[src/efd_pkg.sv]
// Shared types and constants for the escaped frame decoder.
// No dependencies; every module of the block imports this package, the interfaces do not.
package efd_pkg;

    // Escape byte and the control codes that may follow it
    localparam logic [7:0] ESC_BYTE   = 8'h55;
    localparam logic [7:0] MARK_START = 8'h01;
    localparam logic [7:0] MARK_LIT   = 8'h02;
    localparam logic [7:0] MARK_END   = 8'h03;

    // Reset value of the frame length limit
    localparam logic [15:0] MAX_FRAME_RST = 16'd256;

    // End-of-frame status codes
    typedef enum logic [1:0] {
        ST_OK    = 2'd0,
        ST_CSUM  = 2'd1,
        ST_OVF   = 2'd2,
        ST_EMPTY = 2'd3
    } t_status;

    // One result item
    typedef struct packed {
        logic [7:0]  data_byte;
        logic        frame_end;
        t_status     status;
        logic [15:0] frame_length;
    } t_result;

endpackage

[src/efd_rx_if.sv]
// Input channel of the escaped frame decoder: one raw received byte per item.
// Depends on nothing.
interface efd_rx_if;
    logic       valid;
    logic       ready;
    logic [7:0] rx_byte;

    modport source (output valid, output rx_byte, input ready);
    modport sink   (input valid, input rx_byte, output ready);
endinterface

[src/efd_res_if.sv]
// Result channel of the escaped frame decoder: payload bytes and end reports.
// Depends on nothing.
interface efd_res_if;
    logic        valid;
    logic        ready;
    logic [7:0]  data_byte;
    logic        frame_end;
    logic [1:0]  status;
    logic [15:0] frame_length;

    modport source (output valid, output data_byte, output frame_end,
                    output status, output frame_length, input ready);
    modport sink   (input valid, input data_byte, input frame_end,
                    input status, input frame_length, output ready);
endinterface

[src/efd_in_stage.sv]
// Input register of the escaped frame decoder.
// Depends on efd_pkg (house convention; no types needed here).
module efd_in_stage (
    input  logic       i_clk,
    input  logic       i_rst_n,
    input  logic       i_valid,
    input  logic [7:0] i_byte,
    input  logic       i_step,
    output logic       o_ready,
    output logic       o_valid,
    output logic [7:0] o_byte
);
    import efd_pkg::*;

    logic       r_valid;
    logic [7:0] r_byte;

    // Free slot, or the held item moves on this cycle
    assign o_ready = !r_valid || i_step;

    always_ff @(posedge i_clk) begin
        if (!i_rst_n) begin
            r_valid <= 1'b0;
        end else if (i_valid && o_ready) begin
            r_valid <= 1'b1;
        end else if (i_step) begin
            r_valid <= 1'b0;
        end
    end

    always_ff @(posedge i_clk) begin
        if (i_valid && o_ready) begin
            r_byte <= i_byte;
        end
    end

    assign o_valid = r_valid;
    assign o_byte  = r_byte;
endmodule

[src/efd_decode.sv]
// Unstuffing, framing and checksum state of the escaped frame decoder.
// Depends on efd_pkg for codes and the result type.
module efd_decode (
    input  logic             i_clk,
    input  logic             i_rst_n,
    input  logic             i_step,
    input  logic [7:0]       i_byte,
    input  logic [15:0]      i_max_frame,
    output logic             o_has_res,
    output efd_pkg::t_result o_res
);
    import efd_pkg::*;

    logic        r_in_frame, n_in_frame;
    logic        r_esc, n_esc;
    logic        r_have_held, n_have_held;
    logic [7:0]  r_held, n_held;
    logic [7:0]  r_sum, n_sum;
    logic [15:0] r_count, n_count;

    // Next state and result for the item in the input register
    always_comb begin
        logic       store;
        logic [7:0] sbyte;
        n_in_frame  = r_in_frame;
        n_esc       = r_esc;
        n_have_held = r_have_held;
        n_held      = r_held;
        n_sum       = r_sum;
        n_count     = r_count;
        o_has_res   = 1'b0;
        o_res       = '{data_byte: 8'h00, frame_end: 1'b0, status: ST_OK,
                        frame_length: 16'h0000};
        store       = 1'b0;
        sbyte       = i_byte;

        if (!r_esc) begin
            if (i_byte == ESC_BYTE) begin
                n_esc = 1'b1;
            end else begin
                store = r_in_frame;
            end
        end else begin
            n_esc = 1'b0;
            if (i_byte == MARK_START) begin
                n_in_frame  = 1'b1;
                n_have_held = 1'b0;
                n_held      = 8'h00;
                n_sum       = 8'h00;
                n_count     = 16'h0000;
            end else if (r_in_frame) begin
                if (i_byte == MARK_END) begin
                    // end marker: report and go back to hunting
                    o_has_res       = 1'b1;
                    o_res.frame_end = 1'b1;
                    if (r_count == 16'h0000) begin
                        o_res.status = ST_EMPTY;
                    end else begin
                        o_res.status       = (r_sum == r_held) ? ST_OK : ST_CSUM;
                        o_res.frame_length = r_count - 16'd1;
                    end
                    n_in_frame  = 1'b0;
                    n_have_held = 1'b0;
                    n_held      = 8'h00;
                    n_sum       = 8'h00;
                    n_count     = 16'h0000;
                end else begin
                    store = 1'b1;
                    if (i_byte == MARK_LIT) begin
                        sbyte = ESC_BYTE;
                    end
                end
            end
        end

        // Store with one-byte hold-back, or abort on overflow
        if (store) begin
            if (r_count >= i_max_frame) begin
                o_has_res       = 1'b1;
                o_res.frame_end = 1'b1;
                o_res.status    = ST_OVF;
                n_in_frame      = 1'b0;
                n_have_held     = 1'b0;
                n_held          = 8'h00;
                n_sum           = 8'h00;
                n_count         = 16'h0000;
            end else begin
                if (r_have_held) begin
                    o_has_res       = 1'b1;
                    o_res.data_byte = r_held;
                    n_sum           = r_sum + r_held;
                end
                n_held      = sbyte;
                n_have_held = 1'b1;
                n_count     = r_count + 16'd1;
            end
        end
    end

    always_ff @(posedge i_clk) begin
        if (!i_rst_n) begin
            r_in_frame  <= 1'b0;
            r_esc       <= 1'b0;
            r_have_held <= 1'b0;
            r_held      <= 8'h00;
            r_sum       <= 8'h00;
            r_count     <= 16'h0000;
        end else if (i_step) begin
            r_in_frame  <= n_in_frame;
            r_esc       <= n_esc;
            r_have_held <= n_have_held;
            r_held      <= n_held;
            r_sum       <= n_sum;
            r_count     <= n_count;
        end
    end
endmodule

[src/efd_out_stage.sv]
// Result register of the escaped frame decoder.
// Depends on efd_pkg for the result type.
module efd_out_stage (
    input  logic             i_clk,
    input  logic             i_rst_n,
    input  logic             i_step,
    input  logic             i_has_res,
    input  efd_pkg::t_result i_res,
    input  logic             i_ready,
    output logic             o_valid,
    output efd_pkg::t_result o_res
);
    import efd_pkg::*;

    logic    r_valid;
    t_result r_res;

    // Loaded on every step; a step is only taken when the slot is free or drains
    always_ff @(posedge i_clk) begin
        if (!i_rst_n) begin
            r_valid <= 1'b0;
        end else if (i_step) begin
            r_valid <= i_has_res;
        end else if (i_ready) begin
            r_valid <= 1'b0;
        end
    end

    always_ff @(posedge i_clk) begin
        if (i_step) begin
            r_res <= i_res;
        end
    end

    assign o_valid = r_valid;
    assign o_res   = r_res;
endmodule

[src/escaped_frame_decoder.sv]
// Escaped frame decoder with additive checksum: top level.
// Depends on efd_pkg, efd_rx_if, efd_res_if, efd_in_stage, efd_decode, efd_out_stage.
//
// Usage:
//   i_rx carries one raw byte per item (valid/ready). o_res carries one result
//   item: a payload byte (frame_end 0) or an end report with status and length
//   (frame_end 1). Many input items give no result (escapes, start markers, the
//   held-back checksum, bytes outside a frame).
//   i_cfg_we / i_cfg_data write the frame length limit (reset 256); write it
//   only while the block is idle.
// Timing:
//   One input item per cycle while o_res is not held off. An accepted item is
//   registered in the input register; the decode step then moves its result,
//   if it has one, into the result register, which drives o_res.
//   The decode step from input register to result register is the only state
//   update path.
// Reset:
//   Synchronous, active low: the decoder hunts for a start marker, both
//   registers are empty and the limit returns to 256.
// Stall:
//   While o_res is held off the result register keeps its item, the input
//   register fills and i_rx.ready drops; no item is lost.
module escaped_frame_decoder (
    input  logic        i_clk,
    input  logic        i_rst_n,
    input  logic        i_cfg_we,
    input  logic [15:0] i_cfg_data,
    efd_rx_if.sink      i_rx,
    efd_res_if.source   o_res
);
    import efd_pkg::*;

    logic [15:0] r_max;
    logic        in_valid;
    logic [7:0]  in_byte;
    logic        step;
    logic        has_res;
    logic        out_valid;
    t_result     dec_res;
    t_result     out_res;

    // Frame length limit
    always_ff @(posedge i_clk) begin
        if (!i_rst_n) begin
            r_max <= MAX_FRAME_RST;
        end else if (i_cfg_we) begin
            r_max <= i_cfg_data;
        end
    end

    // Item leaves the input register when the result slot is free or drains
    assign step = in_valid && (!out_valid || o_res.ready);

    efd_in_stage u_in (
        .i_clk   (i_clk),
        .i_rst_n (i_rst_n),
        .i_valid (i_rx.valid),
        .i_byte  (i_rx.rx_byte),
        .i_step  (step),
        .o_ready (i_rx.ready),
        .o_valid (in_valid),
        .o_byte  (in_byte)
    );

    efd_decode u_dec (
        .i_clk       (i_clk),
        .i_rst_n     (i_rst_n),
        .i_step      (step),
        .i_byte      (in_byte),
        .i_max_frame (r_max),
        .o_has_res   (has_res),
        .o_res       (dec_res)
    );

    efd_out_stage u_out (
        .i_clk     (i_clk),
        .i_rst_n   (i_rst_n),
        .i_step    (step),
        .i_has_res (has_res),
        .i_res     (dec_res),
        .i_ready   (o_res.ready),
        .o_valid   (out_valid),
        .o_res     (out_res)
    );

    // Result channel
    assign o_res.valid        = out_valid;
    assign o_res.data_byte    = out_res.data_byte;
    assign o_res.frame_end    = out_res.frame_end;
    assign o_res.status       = out_res.status;
    assign o_res.frame_length = out_res.frame_length;
endmodule

[src/flat_wrapper.sv]
// flat-port wrapper written by rule: the top's interface ports become plain ports
module escaped_frame_decoder_flat import efd_pkg::*;
  (i_clk, i_rst_n, i_cfg_we, i_cfg_data, i_rx_valid, i_rx_rx_byte, i_rx_ready, o_res_valid, o_res_data_byte, o_res_frame_end, o_res_status, o_res_frame_length, o_res_ready);
  efd_rx_if i_rx_i ();
  efd_res_if o_res_i ();
  input  logic i_clk;
  input  logic i_rst_n;
  input  logic i_cfg_we;
  input  logic [15:0] i_cfg_data;
  input wire logic [$bits(i_rx_i.valid)-1:0] i_rx_valid;
  input wire logic [$bits(i_rx_i.rx_byte)-1:0] i_rx_rx_byte;
  output wire logic [$bits(i_rx_i.ready)-1:0] i_rx_ready;
  output wire logic [$bits(o_res_i.valid)-1:0] o_res_valid;
  output wire logic [$bits(o_res_i.data_byte)-1:0] o_res_data_byte;
  output wire logic [$bits(o_res_i.frame_end)-1:0] o_res_frame_end;
  output wire logic [$bits(o_res_i.status)-1:0] o_res_status;
  output wire logic [$bits(o_res_i.frame_length)-1:0] o_res_frame_length;
  input wire logic [$bits(o_res_i.ready)-1:0] o_res_ready;
  assign i_rx_i.valid = i_rx_valid;
  assign i_rx_i.rx_byte = i_rx_rx_byte;
  assign i_rx_ready = i_rx_i.ready;
  assign o_res_valid = o_res_i.valid;
  assign o_res_data_byte = o_res_i.data_byte;
  assign o_res_frame_end = o_res_i.frame_end;
  assign o_res_status = o_res_i.status;
  assign o_res_frame_length = o_res_i.frame_length;
  assign o_res_i.ready = o_res_ready;
  escaped_frame_decoder u_core (.i_clk(i_clk), .i_rst_n(i_rst_n), .i_cfg_we(i_cfg_we), .i_cfg_data(i_cfg_data), .i_rx(i_rx_i), .o_res(o_res_i));
endmodule
[config.mk]
export PLATFORM = sky130hd
export DESIGN_NAME = escaped_frame_decoder_flat
export DESIGN_NICKNAME = d
export VERILOG_FILES = /design/src/efd_pkg.sv /design/src/efd_rx_if.sv /design/src/efd_res_if.sv /design/src/efd_in_stage.sv /design/src/efd_decode.sv /design/src/efd_out_stage.sv /design/src/escaped_frame_decoder.sv /design/src/flat_wrapper.sv
export SDC_FILE = /design/constraint.sdc
export NUM_CORES = 1
export LEC_CHECK = 0
export ABC_AREA = 0
export BUFFER_PORTS_ARGS = -buffer_cell sky130_fd_sc_hd__buf_2
export CAP_MARGIN = 40
export CORE_MARGIN = 2
export CORE_UTILIZATION = 58
export CTS_CLUSTER_DIAMETER = 80
export CTS_CLUSTER_SIZE = 10
export DETAILED_ROUTE_END_ITERATION = 16
export PLACE_DENSITY = 0.77
export SLEW_MARGIN = 20
export SYNTH_ARGS = -nofsm -noshare
export SYNTH_HDL_FRONTEND = slang
export SYNTH_SLANG_ARGS = --single-unit
[constraint.sdc]
create_clock -name i_clk -period 3.2 [get_ports i_clk]
set_input_delay 0.32 -clock i_clk [delete_from_list [all_inputs] [get_ports i_clk]]
set_output_delay 0.32 -clock i_clk [all_outputs]
set_load 0.03 [all_outputs]
==> results.sh <==
export IMPL_outcome="finished, final reports clean"
export IMPL_clock_insertion_delay_worst_skew_ns=0.37
export IMPL_crit_fanout=17
export IMPL_worst_ep_required_time_ns=3.48
export IMPL_muxShareOfSynthArea_pct=3.38
export IMPL_combinational_family_with_the_most_area_after_synthesis="simple AND/OR/NAND/NOR gates"
export IMPL_routed_wire_length_per_instance_um=13.6
export IMPL_cts_resized=0
export IMPL_via_count_of_the_first_global_routing_pass=3057
export IMPL_synth_yosys_warnings=0
export IMPL_placed_cell_area_mm2=0.00479
export IMPL_grt_usage_pct=21.1
export IMPL_synth_fa_ha_area_share_pct=7.78
export IMPL_worstSetupPathType="reg2reg"
export IMPL_initial_cell_density_of_the_core_pct=60.6
export IMPL_grt_ovfl_total=0
export IMPL_layout_drive_gt1_share_pct=17.3
export IMPL_num_nets_final=554
export IMPL_power_leakage_nw=2.16
export IMPL_syn2layout_area_growth_pct=12.5
export IMPL_clock_fmax_ghz=0.347
export IMPL_drt_pass1_iter_count=4
export IMPL_post_cts_setup_buffers=0
export IMPL_die_span_in_x_um=91.5
export IMPL_tritoncts="done"
export IMPL_cpLargestDelayFamily="simple AND/OR/NAND/NOR gates"
export IMPL_timing_critical_path_mode_cell="nand2_1"
export IMPL_worstMarginPinSlew_ns=0.542
export IMPL_netlist_instances=444
export IMPL_place_hpwl_um=6070
export IMPL_crit_path_start_kind="register"
export IMPL_yosysUniqueCellTypes=51
export IMPL_power_density_mw_per_mm2=423
export IMPL_antenna_left=0
export IMPL_worstPathBufferInverterCount=2
export IMPL_total_via_count_in_the_routed_design=3266
export IMPL_total_clock_sinks=88
export IMPL_post_synth_xor_area_fraction_pct=5.92
export IMPL_top_level_ports=58
export IMPL_drt_total_wl_um=8210
export IMPL_worst_clock_skew_ns=0.0116
export IMPL_gp_congestion=0.842
export IMPL_fill_cells=584
export IMPL_num_antenna_cells=0
export IMPL_layout_core_utilization_pct=68.1
export IMPL_r2r_start="u_core.u_dec.r_count[0]$_SDFFE_PN0P_"
export IMPL_seq_area_frac_synth_pct=47.6
export IMPL_io_buffer_count=57
export IMPL_number_of_buffers_inserted_for_hold_repair_after_clock_tree_synthesis=0
export IMPL_worst_hold_check_slack_ns=0.124
export IMPL_setup_repair_after_global_routing_missed_its_margin="false"
export IMPL_total_power_w=0.00211
export IMPL_die_area_mm2=0.00837
export IMPL_seqCellArea_mm2=0.00211
export IMPL_worstHoldStart="i_rx_rx_byte[3]"
export IMPL_synth_compound_area_share_pct=10.3
export IMPL_drv_slew=0
export IMPL_cts_clk_slew_worst_paths_ns=0.09
export IMPL_initialDrtViolationCount=164
export IMPL_synth_simple_area_share_pct=20.9
export IMPL_crit_path_start="u_core.u_dec.r_count[0]$_SDFFE_PN0P_"
export IMPL_ir_drop_uv=242
export IMPL_mappedNetlistNets=500
export IMPL_cp_data_arrival_time_ns=3.16
export IMPL_grt_start_max_net_pins=45
export IMPL_detail_route_vias_per_cell=5.43
export IMPL_multi_input_area_mm2=0.00214
export IMPL_maxCapViolCount=0
export IMPL_hold_path_class="in2reg"
export IMPL_design_core_area_mm2=0.00733
export IMPL_die_h_um=91.5
export IMPL_drt_drc_violations_left=0
export IMPL_timing_final_setup_violations=0
export IMPL_cp_end_kind="register"
export IMPL_cts_buffer_depth=2
export IMPL_hold_violations=0
export IMPL_critical_path_max_stage_delay_ns=0.47
export IMPL_finalSetupTns_ns=0
export IMPL_ratio_of_final_minimum_period_to_clock_period_pct=90.0
export IMPL_design_area_mm2=0.00499
export IMPL_tritoncts_num_buffers=9
export IMPL_cts_htree_levels=3
export IMPL_final_period_minus_worst_setup_slack_ns=2.88
export IMPL_syn_avg_cell_area_um2=10.0
export IMPL_slew_limit_headroom_pct=63.4
export IMPL_num_rows=31
export IMPL_ys_ff_latch=88
export IMPL_post_synth_instance_area_mm2=0.00444
export IMPL_grt_antenna_before_repair=0
export IMPL_clk_root_buffer_cell="clkbuf_8"
export IMPL_critical_path_cell_with_the_highest_stage_delay="dfxtp_1"
export IMPL_first_pass_grt_wire_length_um=14100
export IMPL_timing_critical_path_cells="inv_1 -> ha_1 -> nand2b_1 -> a2111oi_0 -> or4_1 -> nand2_1 -> nor3_1 -> buf_4 -> nand2_1 -> o21ai_0"
[cell type report]
class	instances	share of cell area, %
Clock inverter	5	1.28
Sequential cell	88	42.3
Tap cell	99	2.48
Inverter	24	1.80
Timing Repair Buffer	62	6.46
Clock buffer	11	2.83
Multi-Input combinational cell	313	42.9
[placed cells by master, fill, tap and decap left out, types with 4 or more instances in the layout]
cell      count
a21oi_1      13
nand3_1      17
mux2i_1      15
nor2_1       43
edfxtp_1     35
buf_2        57
nor2b_1      19
clkbuf_8     10
nand4_1       7
nand3b_1      6
nor4_1        6
o22ai_1       4
dfxtp_1      53
buf_4         5
o21ai_0      15
nand2_1      34
and3_1       15
xor2_1        9
a22o_1        7
a21boi_0      6
nor3_1        8
ha_1         26
inv_1        24
xnor2_1      21
[worst paths after layout]
kind                                           to  slack [ns]  cells after the start
max reg2reg  u_core.u_dec.r_count[0]$_SDFFE_PN0P_        0.32                     10
min reg2reg    u_core.u_dec.r_sum[6]$_SDFFE_PN0P_        0.50                      1
max          u_core.u_dec.r_count[0]$_SDFFE_PN0P_        0.32                     10
min               u_core.u_in.o_byte[3]$_DFFE_PP_        0.12                      1
[synthesized netlist by cell type, drive strengths merged]
cell type  number  area, um^2
or4b            1        10.0
a22o            7        61.3
nand2          34         128
nand3b          6        45.0
or2             1        6.26
and4            1        8.76
fa              1        20.0
clkbuf         14        52.6
a21boi          6        45.0
nor2           43         161
o21ai          16        83.8
o31ai           1        7.51
nand4           8        56.3
edfxtp         35        1050
a221oi          1        15.0
ha             26         325
nor2b          19         119
nor4b           2        32.5
nor4            6        37.5
and3           15        93.8
xor2            9        78.8
and2            3        18.8
o31a            3        26.3
o21a            2        15.0
o21bai          1        7.51
dfxtp          53        1060
inv            24        90.1
a21oi          13        65.1
mux2i          15         150
a31oi           2        12.5
or4             4        37.5
buf             5        43.8
a21o            3        22.5
o211ai          3        22.5
nand2b          3        18.8
a41oi           1        8.76
nand3          17        85.1
a221o           1        10.0
xnor2          21         184
a2111oi         1        8.76
a41o            1        10.0
nor3            9        50.1
nand4b          2        17.5
o22ai           4        25.0
o21ba           1        10.0
[logic make-up after synthesis]
kind of cell,after synthesis
AND/OR/NAND/NOR,174
flip-flops,88
AO/OA/AOI/OAI,67
buffers and inverters,43
XOR/XNOR,30
adder cells (fa/ha/maj),27
multiplexers,15
[power by group]
group	total (W)	internal [W]	leakage [nW]	switching [W]
Combinational	0.000117	0.0000483	1.27	0.0000683
Clock	0.000787	0.000388	0.100	0.000399
Sequential	0.00121	0.00119	0.788	0.0000170
Total	0.00211	0.00163	2.16	0.000484
[worst register-to-register path, delay by kind of cell (launching register included)]
| kind | cells | cell delay [ns] |
|---|---|---|
| buffers and inverters | 2 | 0.44 |
| adders and majority gates | 1 | 0.30 |
| and+or+nand+nor | 5 | 0.99 |
| DFF | 1 | 0.47 |
| AOI/OAI and AO/OA | 2 | 0.60 |
[registers in the layout (all words and copies together), names as in the netlist]
name and cells:
u_core.u_out.o_res 27, u_core.u_in.o_valid 1, u_core.u_dec.r_esc 1, u_core.u_dec.r_have_held 1
u_core.r_max 16, u_core.u_dec.r_in_frame 1, u_core.u_dec.r_count 16, u_core.u_dec.r_sum 8
u_core.u_in.o_byte 8, u_core.u_dec.r_held 8, u_core.u_out.o_valid 1
[per-layer routing]
layer	global-route usage [%]	vias to the layer above	wire (um)
met5	0	-	0
met4	10.4	0	176
met3	3.40	14	368
met2	31.7	89	3600
met1	29.5	1474	4060
li1	-	1689	-
[per-stage QoR]
stage,cells,setup WS (ns)
final,602,0.320
after detailed placement,586,0.424
after global routing,602,0.0910
after CTS,602,0.372
after global placement,586,0.656
after floorplan,444,0.916
(Power assumes the default switching activity.)
